### src/rtl/spc_pkg.sv
// Shared types and constants for the set-partition canonical code block.
// Holds the request and response words and the microcode control word.
// No dependencies.
package spc_pkg;

   localparam int MASK_W    = 32;   // width of a class mask word
   localparam int POS_W     = 5;    // bit position field
   localparam int POS_COUNT = 32;   // positions tracked by the owner table
   localparam int LABEL_W   = 4;    // label field on the response
   localparam int TAG_W     = 5;    // stored first-appearance label
   localparam int LEN_W     = 6;    // bit length, 0..32
   localparam int PC_W      = 2;    // microcode step counter

   typedef struct packed {
      logic [MASK_W-1:0] class_mask;
      logic              last_class;
   } req_word_type;

   typedef struct packed {
      logic [POS_W-1:0]   position;
      logic [LABEL_W-1:0] label;
      logic               unowned;
      logic               overflow;
      logic               last_label;
   } rsp_word_type;

   typedef enum logic [1:0] {
      COND_ALWAYS,
      COND_REQ_LAST,
      COND_EMIT_END
   } cond_type;

   // One control word per microcode step.
   typedef struct packed {
      logic            load;     // take request words
      logic            size;     // latch bit length, rewind position
      logic            emit;     // produce one label word per free slot
      logic            clear;    // drop partition state
      cond_type        cond;     // jump condition
      logic            hold;     // stay on this step while cond is false
      logic [PC_W-1:0] target;   // jump target
   } ucode_type;

   typedef struct packed {
      logic req_last_fire;       // last class word taken this cycle
      logic emit_end;            // final label word produced this cycle
   } status_type;

   localparam logic [PC_W-1:0] STEP_LOAD  = 2'd0;
   localparam logic [PC_W-1:0] STEP_SIZE  = 2'd1;
   localparam logic [PC_W-1:0] STEP_EMIT  = 2'd2;
   localparam logic [PC_W-1:0] STEP_CLEAR = 2'd3;

endpackage

### src/rtl/spc_sequencer.sv
// Microcode sequencer: step counter, control ROM and jump logic.
// Depends on spc_pkg.
module spc_sequencer
   import spc_pkg::*;
(
   input  logic       clock,
   input  logic       reset,
   input  status_type status,
   output ucode_type  ctrl
);

   logic [PC_W-1:0] pc_ff;
   logic [PC_W-1:0] pc_in;
   logic            take;

   function automatic ucode_type ucode_rom(input logic [PC_W-1:0] pc);
      ucode_type w;
      begin
         w = '0;
         case (pc)
            STEP_LOAD: begin
               w.load = 1'b1;  w.cond = COND_REQ_LAST; w.hold = 1'b1;
               w.target = STEP_SIZE;
            end
            STEP_SIZE: begin
               w.size = 1'b1;  w.cond = COND_ALWAYS;   w.target = STEP_EMIT;
            end
            STEP_EMIT: begin
               w.emit = 1'b1;  w.cond = COND_EMIT_END; w.hold = 1'b1;
               w.target = STEP_CLEAR;
            end
            STEP_CLEAR: begin
               w.clear = 1'b1; w.cond = COND_ALWAYS;   w.target = STEP_LOAD;
            end
            default: begin
               w.cond = COND_ALWAYS; w.target = STEP_LOAD;
            end
         endcase
         return w;
      end
   endfunction

   // The control word depends on the step counter alone.
   assign ctrl = ucode_rom(pc_ff);

   always_comb begin
      case (ctrl.cond)
         COND_ALWAYS:   take = 1'b1;
         COND_REQ_LAST: take = status.req_last_fire;
         COND_EMIT_END: take = status.emit_end;
         default:       take = 1'b0;
      endcase
      if (take) begin
         pc_in = ctrl.target;
      end else if (ctrl.hold) begin
         pc_in = pc_ff;
      end else begin
         pc_in = pc_ff + 1'b1;
      end
   end

   always_ff @(posedge clock) begin
      if (reset) begin
         pc_ff <= STEP_LOAD;
      end else begin
         pc_ff <= pc_in;
      end
   end

endmodule

### src/rtl/spc_datapath.sv
// Datapath: per-position owner table, label map and scan position.
// Depends on spc_pkg; driven by the control word of spc_sequencer.
module spc_datapath
   import spc_pkg::*;
#(
   parameter int MAX_CLASSES = 16,
   parameter int MASK_BITS   = 32
) (
   input  logic         clock,
   input  logic         reset,
   input  ucode_type    ctrl,
   input  logic         req_fire,
   input  req_word_type req_word,
   input  logic         emit_fire,
   output rsp_word_type emit_word,
   output status_type   status
);

   localparam int MASK_EFF = (MASK_BITS < MASK_W) ? MASK_BITS : MASK_W;
   localparam int CW       = (MAX_CLASSES > 1) ? $clog2(MAX_CLASSES) : 1;
   localparam int NW       = $clog2(MAX_CLASSES + 1);

   logic [NW-1:0]     count_ff;
   logic [MASK_W-1:0] union_ff;
   logic              overflow_ff;
   logic [LEN_W-1:0]  len_ff;
   logic [POS_W-1:0]  pos_ff;
   logic [CW-1:0]     owner_ff [POS_COUNT];
   logic              owned_ff [POS_COUNT];
   logic [TAG_W-1:0]  tag_ff [MAX_CLASSES];
   logic              tag_valid_ff [MAX_CLASSES];
   logic [TAG_W-1:0]  next_tag_ff;

   logic [MASK_W-1:0] mask_lim;
   logic [MASK_W-1:0] masked;
   logic              room;
   logic [CW-1:0]     own;
   logic              hit;
   logic              seen;
   logic [TAG_W-1:0]  tag;
   logic              is_last;

   function automatic logic [LEN_W-1:0] length_of(input logic [MASK_W-1:0] x);
      logic [LEN_W-1:0] n;
      begin
         n = '0;
         for (int i = 0; i < MASK_W; i++) begin
            if (x[i]) n = LEN_W'(i + 1);
         end
         return n;
      end
   endfunction

   always_comb begin
      for (int i = 0; i < MASK_W; i++) begin
         mask_lim[i] = (i < MASK_EFF);
      end
      masked  = req_word.class_mask & mask_lim;
      room    = (count_ff < NW'(MAX_CLASSES));
      own     = owner_ff[pos_ff];
      hit     = owned_ff[pos_ff];
      seen    = tag_valid_ff[own];
      tag     = seen ? tag_ff[own] : next_tag_ff;
      is_last = ({1'b0, pos_ff} + 1'b1) == len_ff;

      emit_word.position   = pos_ff;
      emit_word.label      = hit ? tag[LABEL_W-1:0] : '0;
      emit_word.unowned    = !hit;
      emit_word.overflow   = overflow_ff;
      emit_word.last_label = is_last;

      status.req_last_fire = req_fire && req_word.last_class;
      status.emit_end      = emit_fire && is_last;
   end

   // Payload-like registers: written before they are read.
   always_ff @(posedge clock) begin
      if (req_fire && room) begin
         for (int p = 0; p < POS_COUNT; p++) begin
            if (masked[p]) owner_ff[p] <= count_ff[CW-1:0];
         end
      end
      if (ctrl.size) begin
         len_ff <= length_of(union_ff | MASK_W'(1));
      end
      if (emit_fire && hit && !seen) begin
         tag_ff[own] <= next_tag_ff;
      end
   end

   always_ff @(posedge clock) begin
      if (reset || ctrl.clear) begin
         count_ff    <= '0;
         union_ff    <= '0;
         overflow_ff <= 1'b0;
         next_tag_ff <= '0;
         for (int p = 0; p < POS_COUNT; p++) owned_ff[p] <= 1'b0;
         for (int c = 0; c < MAX_CLASSES; c++) tag_valid_ff[c] <= 1'b0;
      end else begin
         if (req_fire) begin
            if (room) begin
               count_ff <= count_ff + 1'b1;
               union_ff <= union_ff | masked;
               for (int p = 0; p < POS_COUNT; p++) begin
                  if (masked[p]) owned_ff[p] <= 1'b1;
               end
            end else begin
               overflow_ff <= 1'b1;
            end
         end
         if (emit_fire && hit && !seen) begin
            tag_valid_ff[own] <= 1'b1;
            next_tag_ff       <= next_tag_ff + 1'b1;
         end
      end
   end

   always_ff @(posedge clock) begin
      if (reset || ctrl.size) begin
         pos_ff <= '0;
      end else if (emit_fire) begin
         pos_ff <= pos_ff + 1'b1;
      end
   end

endmodule

### src/rtl/set_partition_canonical_code.sv
// Set-partition canonical code (restricted growth string) generator.
// Request channel (req_*): one class mask word per cycle while loading; a word
//   with last_class set closes the partition. Classes beyond MAX_CLASSES are
//   dropped and set the overflow flag of that partition's labels.
// Response channel (rsp_*): one word per scanned bit position, from 0 up to
//   the bit length (at least 1) of the widest stored mask minus one, last_label on the final.
//   Each word gives the first-appearance label of the owning class (later
//   class wins on overlap), or unowned with label 0.
// Sequence: loading takes one class word per cycle while req_valid is high.
//   After the last class, the length step latches the bit length, then the
//   label step emits one label word per position into the output register,
//   then the clear step clears the partition.
// The rate is set by the microcode step counter: one step per cycle unless a
//   step holds on its condition, the label step repeating once per position.
// Stall: the output register holds a word until rsp_ready; the label step waits
//   on it. req_ready is low from the last class until the partition is cleared.
// Reset: synchronous, active high; clears the step counter, fill count, owner
//   and label valid bits, and drops any pending response word.
// Depends on spc_pkg, spc_sequencer and spc_datapath.
module set_partition_canonical_code
   import spc_pkg::*;
#(
   parameter int MAX_CLASSES = 16,
   parameter int MASK_BITS   = 32
) (
   input  logic         clock,
   input  logic         reset,
   input  logic         req_valid,
   output logic         req_ready,
   input  req_word_type req_word,
   output logic         rsp_valid,
   input  logic         rsp_ready,
   output rsp_word_type rsp_word
);

   ucode_type    ctrl;
   status_type   status;
   rsp_word_type emit_word;
   logic         req_fire;
   logic         emit_fire;
   logic         rsp_valid_ff;
   rsp_word_type rsp_word_ff;

   // Take words only on the load step; emit when the output slot is free.
   assign req_ready = ctrl.load;
   assign req_fire  = req_valid && req_ready;
   assign emit_fire = ctrl.emit && (!rsp_valid_ff || rsp_ready);

   spc_sequencer u_seq (
      .clock  (clock),
      .reset  (reset),
      .status (status),
      .ctrl   (ctrl)
   );

   spc_datapath #(
      .MAX_CLASSES (MAX_CLASSES),
      .MASK_BITS   (MASK_BITS)
   ) u_dp (
      .clock     (clock),
      .reset     (reset),
      .ctrl      (ctrl),
      .req_fire  (req_fire),
      .req_word  (req_word),
      .emit_fire (emit_fire),
      .emit_word (emit_word),
      .status    (status)
   );

   // Output register: load on emit, drop when taken.
   always_ff @(posedge clock) begin
      if (reset) begin
         rsp_valid_ff <= 1'b0;
      end else if (emit_fire) begin
         rsp_valid_ff <= 1'b1;
      end else if (rsp_ready) begin
         rsp_valid_ff <= 1'b0;
      end
   end

   always_ff @(posedge clock) begin
      if (emit_fire) begin
         rsp_word_ff <= emit_word;
      end
   end

   assign rsp_valid = rsp_valid_ff;
   assign rsp_word  = rsp_word_ff;

`ifndef SYNTHESIS
   // The last class moves the sequencer to the length step.
   a_last_to_size: assert property (@(posedge clock) disable iff (reset)
      status.req_last_fire |=> ctrl.size)
      else $error("last class did not start the length step");

   // The final label word is followed by the clear step.
   a_end_to_clear: assert property (@(posedge clock) disable iff (reset)
      status.emit_end |=> ctrl.clear)
      else $error("final label not followed by clear");

   // Positions advance by one between consecutive label words of a partition.
   a_pos_step: assert property (@(posedge clock) disable iff (reset)
      (emit_fire && !status.emit_end) ##1 emit_fire
         |-> emit_word.position == $past(emit_word.position) + 1'b1)
      else $error("label position skipped");

   // No class word is taken while labels are being produced.
   a_no_load_in_emit: assert property (@(posedge clock) disable iff (reset)
      ctrl.emit |-> !req_ready)
      else $error("request taken during emission");
`endif

endmodule
### config.mk
export PLATFORM = sky130hd
export DESIGN_NAME = set_partition_canonical_code
export DESIGN_NICKNAME = d
export VERILOG_FILES = /design/src/rtl/spc_pkg.sv /design/src/rtl/spc_sequencer.sv /design/src/rtl/spc_datapath.sv /design/src/rtl/set_partition_canonical_code.sv
export SDC_FILE = /design/constraint.sdc
export NUM_CORES = 1
export LEC_CHECK = 0
export ABC_AREA = 1
export BUFFER_PORTS_ARGS = -buffer_cell sky130_fd_sc_hd__buf_4
export CAP_MARGIN = 20
export CORE_MARGIN = 2
export CORE_UTILIZATION = 55
export CTS_CLUSTER_SIZE = 25
export DETAILED_ROUTE_END_ITERATION = 16
export PLACE_DENSITY = 0.8
export SLEW_MARGIN = 20
export SYNTH_ARGS = -nofsm -noshare
export SYNTH_HDL_FRONTEND = slang
export SYNTH_SLANG_ARGS = --single-unit
### constraint.sdc
create_clock -name clock -period 2.9 [get_ports clock]
set_input_delay 0.58 -clock clock [delete_from_list [all_inputs] [get_ports clock]]
set_output_delay 0.58 -clock clock [all_outputs]
set_load 0.1 [all_outputs]
======== Word-level counts from Yosys, hierarchy flattened ========
Memories as Yosys holds them, arrays and structs flattened. A register that Yosys moved wholly into a read port is not among the register bits.
Cells that the tools add are included.
cells by class
  add/sub/neg operators ................... 5
  magnitude comparators ................... 1
  eq/ne operators ......................... 7
  mux-type cells .......................... 312
  bitwise logic cells ..................... 34
  reduce and logical (&&, ||, !) cells .... 21
operators with widths
  kind                 count
  $mux 1               271
  $mux 5               20
  $mux 4               10
  $or 1x1->1           32
  $or 32x32->32        1
  $add 5x1->5 const B  3
  $mux 3               4
  $mux 2               4
  $pmux 2 s4           1
  $logic_and 1x1->1    7
  $add 5x1->6 const B  1
  $eq 2x2->1 const B   3
  $eq 6x6->1           1
  $pmux 2 s3           1
  $lt 5x5->1 const B   1
  $eq 2x1->1 const B   2
  $logic_not 2->1      2
  $reduce_and 2->1     2
  $reduce_or 2->1      2
  $logic_not 1->1      3
  $logic_or 1x1->1     3
  $pmux 1 s3           1
  $add 2x1->2 const B  1
  $ne 2x1->1 const B   1
  other kinds (3)      3
storage, ports and cells
  flip-flop bits (word level) ............. 69
  RAM bits ................................ 256
  input port bits ......................... 37
  output and inout port bits .............. 14
  logic and storage cells ................. 397
  memories kept ........................... 4
memory list
  memory             depth  width  read ports  clocked after Yosys merged registers in  wr ports  RTL line            RTL
  u_dp.owner_ff      32     4      1           1                                        32        spc_datapath.sv:28  logic [CW-1:0] owner_ff [POS_COUNT];
  u_dp.tag_ff        16     5      1           0                                        1         spc_datapath.sv:30  logic [TAG_W-1:0] tag_ff [MAX_CLASSES];
  u_dp.owned_ff      32     1      1           1                                        32        spc_datapath.sv:29  logic owned_ff [POS_COUNT];
  u_dp.tag_valid_ff  16     1      1           0                                        16        spc_datapath.sv:31  logic tag_valid_ff [MAX_CLASSES];

======== Longest topological paths before layout ========
Gate-level depths: netlist of the first run.
  depth after elaboration ................. 30
  gate-level depth with buffers ........... 30
  gate-level depth less buffers ........... 30

======== Hierarchy ========
Synthesis of the first run repeated with hierarchy kept, for this count alone.
second synthesis, totals
  cell total of the unflattened synthesis .. 1171
  area total of the unflattened synthesis .. 12811.0 um^2
by module, submodules not included
  module                        times used  cells an instance  area each (um^2)  seq. area each (um^2)
  spc_datapath                  1           1117               12167.9           8077.7
  set_partition_canonical_code  1           20                 415.4             380.4
  spc_sequencer                 1           34                 227.7             40.0

======== Least setup slack after synthesis of the first run ========
No wires, ideal clock.
  path type ............................... register -> register
  start point ............................. reg with a tool-made name
  end point ............................... mem u_dp.tag_ff[10][0], enable pin
  library setup time ...................... 0.361 ns
  arrival ................................. 2.341 ns
  required time ........................... 2.539 ns
  path slack .............................. 0.197 ns
  cell stages (with the launch flop) ...... 18
  buffers on the path ..................... 2
  period minus slack after synthesis ...... 2.703 ns
  cell sequence ........................... dfxtp_1 -> buf_6 -> inv_6 -> buf_6 -> nor2_1 -> o22ai_1 -> o21ai_1 -> o21ai_1 -> inv_2 -> o21ai_2 -> inv_2 -> nor2_4 -> o21ai_2 -> nand4_2 -> nand3_4 -> inv_1 -> nand2_1 -> nor3_1
RTL lines
  item       RTL line
  to (decl)  spc_datapath.sv:30

==> out/qor.txt, run 1 <==
Synth cell types -> 41
All-Layer GR Usage -> 26.21%
ANT nets after route -> 0
# DRC -> 0
RSZ-0062 raised after global routing -> yes
Max clock buf depth -> 3
met1 GRT Util -> 34.13%
row count -> 55
final setup margin -> -59.97 ps
max cap viols -> 0
met2 Use GR -> 44.83%
mapped cell area -> 12,520 sq um
final period demand of the worst path -> 2960 ps
Initial Utilization -> 55.64%
clk_lat worst skew -> 550 ps
first-pass GRT wire length -> 49.09 mm
Die W -> 154.9 um
critical path's largest stage delay -> 460 ps
Finished Layout Cells -> 1,542
Post-synth ARST share -> 0%
HP Class -> in -> reg
run status -> finished, violations left
Nets -> 1,280
Peak supply drop -> 0.8365 mV
CTS hold repair buffers -> 0
Lkg Pwr -> 5.865 nW
synthesized instance count -> 1,124
area delta synth->final -> 19.88%
H-Tree Depth -> 1
Ys Warns -> 0
GR Util met3 -> 3.844%
Comb pwr share -> 37.9%
syn_area_per_cell -> 11.14 sq um
Worst-Margin Slew -> 870.2 ps
crit path DAT -> 3450 ps
final number of hold-violating endpoints -> 0
Critical Path Sink Type -> flip-flop
final-report setup violation count -> 75
layout cells sized above 1 -> 18.70%
adder-cell area share of the yosys netlist -> 0.8995%
grt total ovfl -> 0
family with the most delay on the worst path -> simple AND/OR/NAND/NOR gates
skew final -> 16.81 ps
kind of critical path -> reg -> reg
WL final -> 31.16 mm
antenna violations before repair -> 0
core area -> 22,500 sq um
Synth Area in Simple Gates -> 11.66%
max-slew violation count -> 0
Synth area leaders -> edfxtp_1 (54%), dfxtp_1 (14%), nor2_1 (5.0%)
via count -> 9,173
prevailing post-synth register cell -> edfxtp_1
fmax -> 337.8 MHz
largest family of logic cells by synthesized area -> compound AO/OA/AOI/OAI gates
critical path peak fanout -> 50
Synth Area in XOR/XNOR -> 0.6996%
drt first pass iters -> 5
Net Sw Power -> 5.923 mW
crit path buf inv count -> 6
CP cell instances -> inv_12 > buf_4 > o21ai_1 > o221ai_1 > nand3_1 > nand2_1 > nand2_1 > nand2_2 > buf_4 > nor2_4 > inv_2 > o22ai_1 > o21ai_1 > nand4_2 > nand3_4 > buf_12 > buf_4 > nor2_4 > nand3_1 > nand2_1
post-synthesis sequential element count -> 312
syn nets -> 1,170
CTS tree -> built
Switching Fraction -> 37.06%
post-route cell area -> 15,010 sq um
DP Wirelength -> 19.14 mm
CTS Buf Count -> 29
Post-DP Area -> 13,700 sq um
Reg clk slew, reported paths -> 70 ps
clock power share -> 25.6%
hold wc startpoint -> reset
GPL Wtd Cong -> 0.8955
CTS sink count -> 312
Yosys top cell area share -> 53.97%
Seq pwr share -> 36.5%
fin crit share -> 102.1%
Antenna diodes -> 0
number of global-route vias before repair -> 9,162
cell taking the most area after synthesis -> edfxtp_1
pin count of the biggest net entering global routing -> 53
Compound-Gate Fraction of Synth Area -> 13.36%
Worst slew margin -> 41.90%
PortBufs -> 50
post-synthesis sequential area ratio -> 67.88%
setup TNS -> -2076 ps
dpl cells -> 1,482
power per cell area -> 1065 nW/um^2
DIE HEIGHT -> 154.9 um
CP max-delay cell -> dfxtp_4
crit start category -> flip-flop
number of flops mapped to enable cells by yosys -> 225
Worst Path Required -> 3390 ps
DP Worst Slack -> -156.1 ps
DR WL/cell -> 20.21 um
IO Count -> 51
Cell Int Power -> 10.06 mW
gr busiest metal -> met2
Die ar. -> 23,990 sq um
initial DRC count -> 1,253
vias per inst -> 5.949
CTS Root Cell -> clkbuf_16
failing checks -> negative setup slack
multiplexer share of the synthesized area -> 0%
hold slack -> 254.4 ps
timing repair:
action                                  in CTS  in global routing
endpoints found under the setup margin      87                 88
cloned                                       2                  0
pin swaps                                    3                 13
gates resized for setup                     21                 21
setup buffers                                4                  0
layer usage:
metal | part of all wire [%] | wire length (um)
met1 | 38 | 11710
met2 | 50 | 15660
met3 | 8.6 | 2695
met4 | 3.5 | 1090
met5 | 0 | 0
cell families after synthesis:
| kind of cell | after synthesis |
|---|---|
| buf+inv | 165 |
| xor+xnor | 10 |
| fa+ha+maj | 9 |
| simple gates | 352 |
| flops | 312 |
| compound gates | 276 |
registers in the layout, indices dropped and copies added, names as in the netlist, 2 cells and up, named ones only:
signal	flops
rsp_word	12
u_dp.count_ff	5
u_dp.len_ff	6
u_dp.next_tag_ff	4
u_dp.owned_ff	32
u_dp.owner_ff	128
u_dp.pos_ff	5
u_dp.tag_ff	64
u_dp.tag_valid_ff	16
u_dp.union_ff	31
u_seq.pc_ff	2
stage by stage:
step | util [%] | power [mW]
finish | 66.69 | 15.98
global route | 66.69 | 16.68
CTS | 66.38 | 15.77
detailed placement | 60.87 | 11.31
global placement | 60.87 | 11.13
floorplan | - | 9.314
cell type report:
| type | count | area [sq um] |
|---|---|---|
| tap | 285 | 356.6 |
| clock inverter | 17 | 256.5 |
| multi-input combinational | 647 | 3475 |
| inverter | 111 | 435.4 |
| sequential | 312 | 8503 |
| clock buffer | 37 | 775.7 |
| fill | 1494 | 7495 |
| timing repair buffer | 133 | 1206 |
synthesized netlist by cell type, types with 11 or more instances:
master / number
o22ai_1: 19
nand3_1: 30
o21ai_1: 43
nor2_1: 167
dfxtp_1: 87
buf_2: 15
o21a_1: 12
o221ai_1: 26
inv_1: 101
edfxtp_1: 225
o21ai_0: 68
nand2_1: 132
a22oi_1: 32
buf_1: 11
clkbuf_1: 20
a21oi_1: 56
path summary, 6_finish.rpt:
path                                 to  slack [ps]  depth (start not counted)
setup / recovery  u_dp.tag_valid_ff[10]         -60                         20
hold / removal                rsp_valid         250                          2
setup reg to reg  u_dp.tag_valid_ff[10]         -60                         20
hold reg to reg             rsp_word[1]         450                          0
cell usage in the layout (no fill, tap or decap), types with 4 or more instances in the layout:
master	n
nor2_1	162
xor2_1	5
nor2_2	7
o21ai_0	65
ha_1	9
a31oi_1	6
o221ai_1	24
clkbuf_16	29
a221oi_2	4
nor2_4	7
buf_4	118
clkbuf_1	6
nand2_2	5
inv_2	9
a21oi_1	56
nor4_1	4
o21a_1	12
o21ai_1	46
inv_1	99
edfxtp_1	225
bufinv_16	6
nand2_1	127
dfxtp_1	85
clkinv_2	4
o22ai_1	16
clkinvlp_4	5
buf_12	13
xnor2_1	4
nand3_1	28
a22oi_1	31
power by group through the flow:
| stage | registers, mW | logic (mW) | clock network [mW] |
|---|---|---|---|
| after floorplan | 6.15 | 3.16 | 0 |
| after global placement | 5.87 | 5.26 | 0 |
| after detailed placement | 5.89 | 5.42 | 0 |
| after CTS | 5.82 | 5.84 | 4.11 |
| after global routing | 5.87 | 6.54 | 4.27 |
| final | 5.83 | 6.06 | 4.09 |
No activity file was read; power rests on OpenSTA's default activity.
==> run 2: changes to the inputs <==
--- a/config.mk
+++ b/config.mk
@@ -5,14 +5,13 @@
 export SDC_FILE = /design/constraint.sdc
 export NUM_CORES = 1
 export LEC_CHECK = 0
-export ABC_AREA = 1
 export BUFFER_PORTS_ARGS = -buffer_cell sky130_fd_sc_hd__buf_4
 export CAP_MARGIN = 20
 export CORE_MARGIN = 2
 export CORE_UTILIZATION = 55
 export CTS_CLUSTER_SIZE = 25
 export DETAILED_ROUTE_END_ITERATION = 16
-export PLACE_DENSITY = 0.8
+export PLACE_DENSITY = 0.75
 export SLEW_MARGIN = 20
 export SYNTH_ARGS = -nofsm -noshare
 export SYNTH_HDL_FRONTEND = slang
==> out/qor.txt, run 2 <==
most frequent cells in the layout -> edfxtp_1 (225), buf_4 (102), mux2i_1 (94) (was edfxtp_1 (225), nor2_1 (162), nand2_1 (127))
area delta synth->final -> 19.23% (was 19.88%)
Lkg Pwr -> 5.373 nW (was 5.865 nW)
max cap viols -> 0 (unchanged)
via count -> 7,407 (was 9,173)
WL final -> 28.13 mm (was 31.16 mm)
H-Tree Depth -> 1 (unchanged)
PortBufs -> 50 (unchanged)
Antenna diodes -> 0 (unchanged)
final period demand of the worst path -> 3259 ps (was 2960 ps)
Worst slew margin -> 53.34% (was 41.90%)
Synth area leaders -> edfxtp_1 (53%), dfxtp_1 (14%), mux2i_1 (7.5%) (was edfxtp_1 (54%), dfxtp_1 (14%), nor2_1 (5.0%))
Ys Warns -> 0 (unchanged)
core area -> 22,710 sq um (was 22,500 sq um)
power per cell area -> 831.4 nW/um^2 (was 1065 nW/um^2)
CTS Buf Count -> 31 (was 29)
GPL Wtd Cong -> 0.8129 (was 0.8955)
RSZ-0062 raised after global routing -> yes (unchanged)
HP Class -> in -> reg (unchanged)
CTS Root Cell -> clkbuf_16 (unchanged)
Synth cell types -> 62 (was 41)
biggest regs -> u_dp.owner_ff (128), u_dp.tag_ff (64), u_dp.owned_ff (32) (unchanged)
Initial Utilization -> 56.35% (was 55.64%)
crit path DAT -> 3520 ps (was 3450 ps)
grt total ovfl -> 0 (unchanged)
kind of critical path -> reg -> reg (unchanged)
CTS tree -> built (unchanged)
Top reg by flops -> u_dp.owner_ff (unchanged)
mapped cell area -> 12,800 sq um (was 12,520 sq um)
setup TNS -> -23,730 ps (was -2076 ps)
Worst R2R Setup Slack -> -360 ps (was -60 ps)
pin count of the biggest net entering global routing -> 51 (was 53)
initial DRC count -> 633 (was 1,253)
number of flops mapped to enable cells by yosys -> 225 (unchanged)
Die W -> 156.5 um (was 154.9 um)
DP Wirelength -> 19.18 mm (was 19.14 mm)
first-pass GRT wire length -> 42.70 mm (was 49.09 mm)
Worst-Margin Slew -> 698.9 ps (was 870.2 ps)
max-slew violation count -> 0 (unchanged)
Die ar. -> 24,500 sq um (was 23,990 sq um)
IO Count -> 51 (unchanged)
clk_lat worst skew -> 570 ps (was 550 ps)
Critical Path Sink Type -> flip-flop (unchanged)
DR WL/cell -> 22.29 um (was 20.21 um)
syn nets -> 887 (was 1,170)
vias per inst -> 5.869 (was 5.949)
fin crit share -> 112.4% (was 102.1%)
critical path peak fanout -> 6 (was 50)
run status -> finished, violations left (unchanged)
Reg clk slew, reported paths -> 60 ps (was 70 ps)
Yosys top cell area share -> 52.80% (was 53.97%)
Max clock buf depth -> 3 (unchanged)
layout cells sized above 1 -> 27.33% (was 18.70%)
failing checks -> negative setup slack (unchanged)
Nets -> 999 (was 1,280)
skew final -> 14.72 ps (was 16.81 ps)
final-report setup violation count -> 88 (was 75)
ANT nets after route -> 0 (unchanged)
crit start category -> flip-flop (unchanged)
final setup margin -> -359.4 ps (was -59.97 ps)
post-synthesis sequential area ratio -> 66.41% (was 67.88%)
fmax -> 306.8 MHz (was 337.8 MHz)
prevailing post-synth register cell -> edfxtp_1 (unchanged)
synthesized instance count -> 841 (was 1,124)
DIE HEIGHT -> 156.5 um (was 154.9 um)
post-synthesis sequential element count -> 312 (unchanged)
top-count cell post-synth -> edfxtp_1 (unchanged)
All-Layer GR Usage -> 23.32% (was 26.21%)
Worst Path Required -> 3160 ps (was 3390 ps)
CTS hold repair buffers -> 0 (unchanged)
row count -> 55 (unchanged)
# DRC -> 0 (unchanged)
final number of hold-violating endpoints -> 0 (unchanged)
drt first pass iters -> 7 (was 5)
Post-synth ARST share -> 0% (unchanged)
antenna violations before repair -> 0 (unchanged)
post-layout util -> 67.19% (was 66.69%)
CTS sink count -> 312 (unchanged)
most common library cells after synthesis -> edfxtp_1 (225), mux2i_1 (96), dfxtp_1 (87) (was edfxtp_1 (225), nor2_1 (167), nand2_1 (132))
cell taking the most area after synthesis -> edfxtp_1 (unchanged)
commonest non-fill, non-tap cell in the layout -> edfxtp_1 (unchanged)
syn_area_per_cell -> 15.22 sq um (was 11.14 sq um)
Largest register FFs -> 128 (unchanged)
Peak supply drop -> 0.8596 mV (was 0.8365 mV)
number of global-route vias before repair -> 7,471 (was 9,162)
-- run 2: kinds of logic after synthesis --
| group | share of synthesized area [%] |
|---|---|
| buf+inv | 2.014 |
| mux | 15.34 |
| compound gates | 7.333 |
| flops | 66.41 |
| xor+xnor | 1.095 |
| fa+ha+maj | 0.8800 |
| simple gates | 6.932 |
-- run 2: power by group --
group | internal [mW] | switching (mW) | leakage (nW)
clock | 2.23 | 1.68 | 0.479
combinational | 1.19 | 1.76 | 2.16
sequential | 5.55 | 0.280 | 2.73
-- run 2: area by class of cell --
class	count	area (sq um)
clock inverter	17	158.9
inverter	17	63.81
tap	285	356.6
timing repair buffer	117	1047
multi-input combinational	474	4288
sequential	312	8504
fill	1558	7451
clock buffer	40	839.6
-- run 2: per-layer routing --
metal  up-vias  routed length (um)  track usage [%]
li1       3426                   -                -
met1      3676               11520            30.20
met2       259               14430            41.26
met3        46                1548            3.545
met4         0                 623            6.247
met5         -                   0                0
-- run 2: worst max-delay path: stages (launching register included) --
cell and delay, ps:
dfxtp_4 390, buf_12 160, mux2i_2 170, mux4_2 520, mux4_2 610, mux2i_1 230, a22o_1 240, o21ai_2 100
or2_4 300, nor2_4 200
-- run 2: path summary, 6_finish.rpt --
kind,from,endpoint,cells past startpoint
worst max register to register,flip-flop,u_dp.tag_ff[8][0],9
worst max-delay path,flip-flop,u_dp.tag_ff[8][0],9
worst min register to register,u_dp.overflow_ff,rsp_word[1],0
worst min-delay path,reset,rsp_valid,2
-- run 2: what timing repair did --
action                                  4_1_cts  5_1_grt
gates cloned                                  2        2
buffers inserted                              2        1
pin swaps                                     9        3
endpoints found under the setup margin       88       88
gates resized for setup                      14        8
-- run 2: stage by stage --
step,setup WS (ps),area [sq um],hold WS [ps],instances,total power [mW]
floorplan,-94.58,13010,408.8,841,7.809
global placement,-468.2,14050,436.9,1200,8.684
detailed placement,-479.4,14050,435.3,1200,8.760
CTS,-364.0,15170,255.0,1260,12.66
global route,-436.2,15260,283.0,1262,13.14
finish,-359.4,15260,271.4,1262,12.69
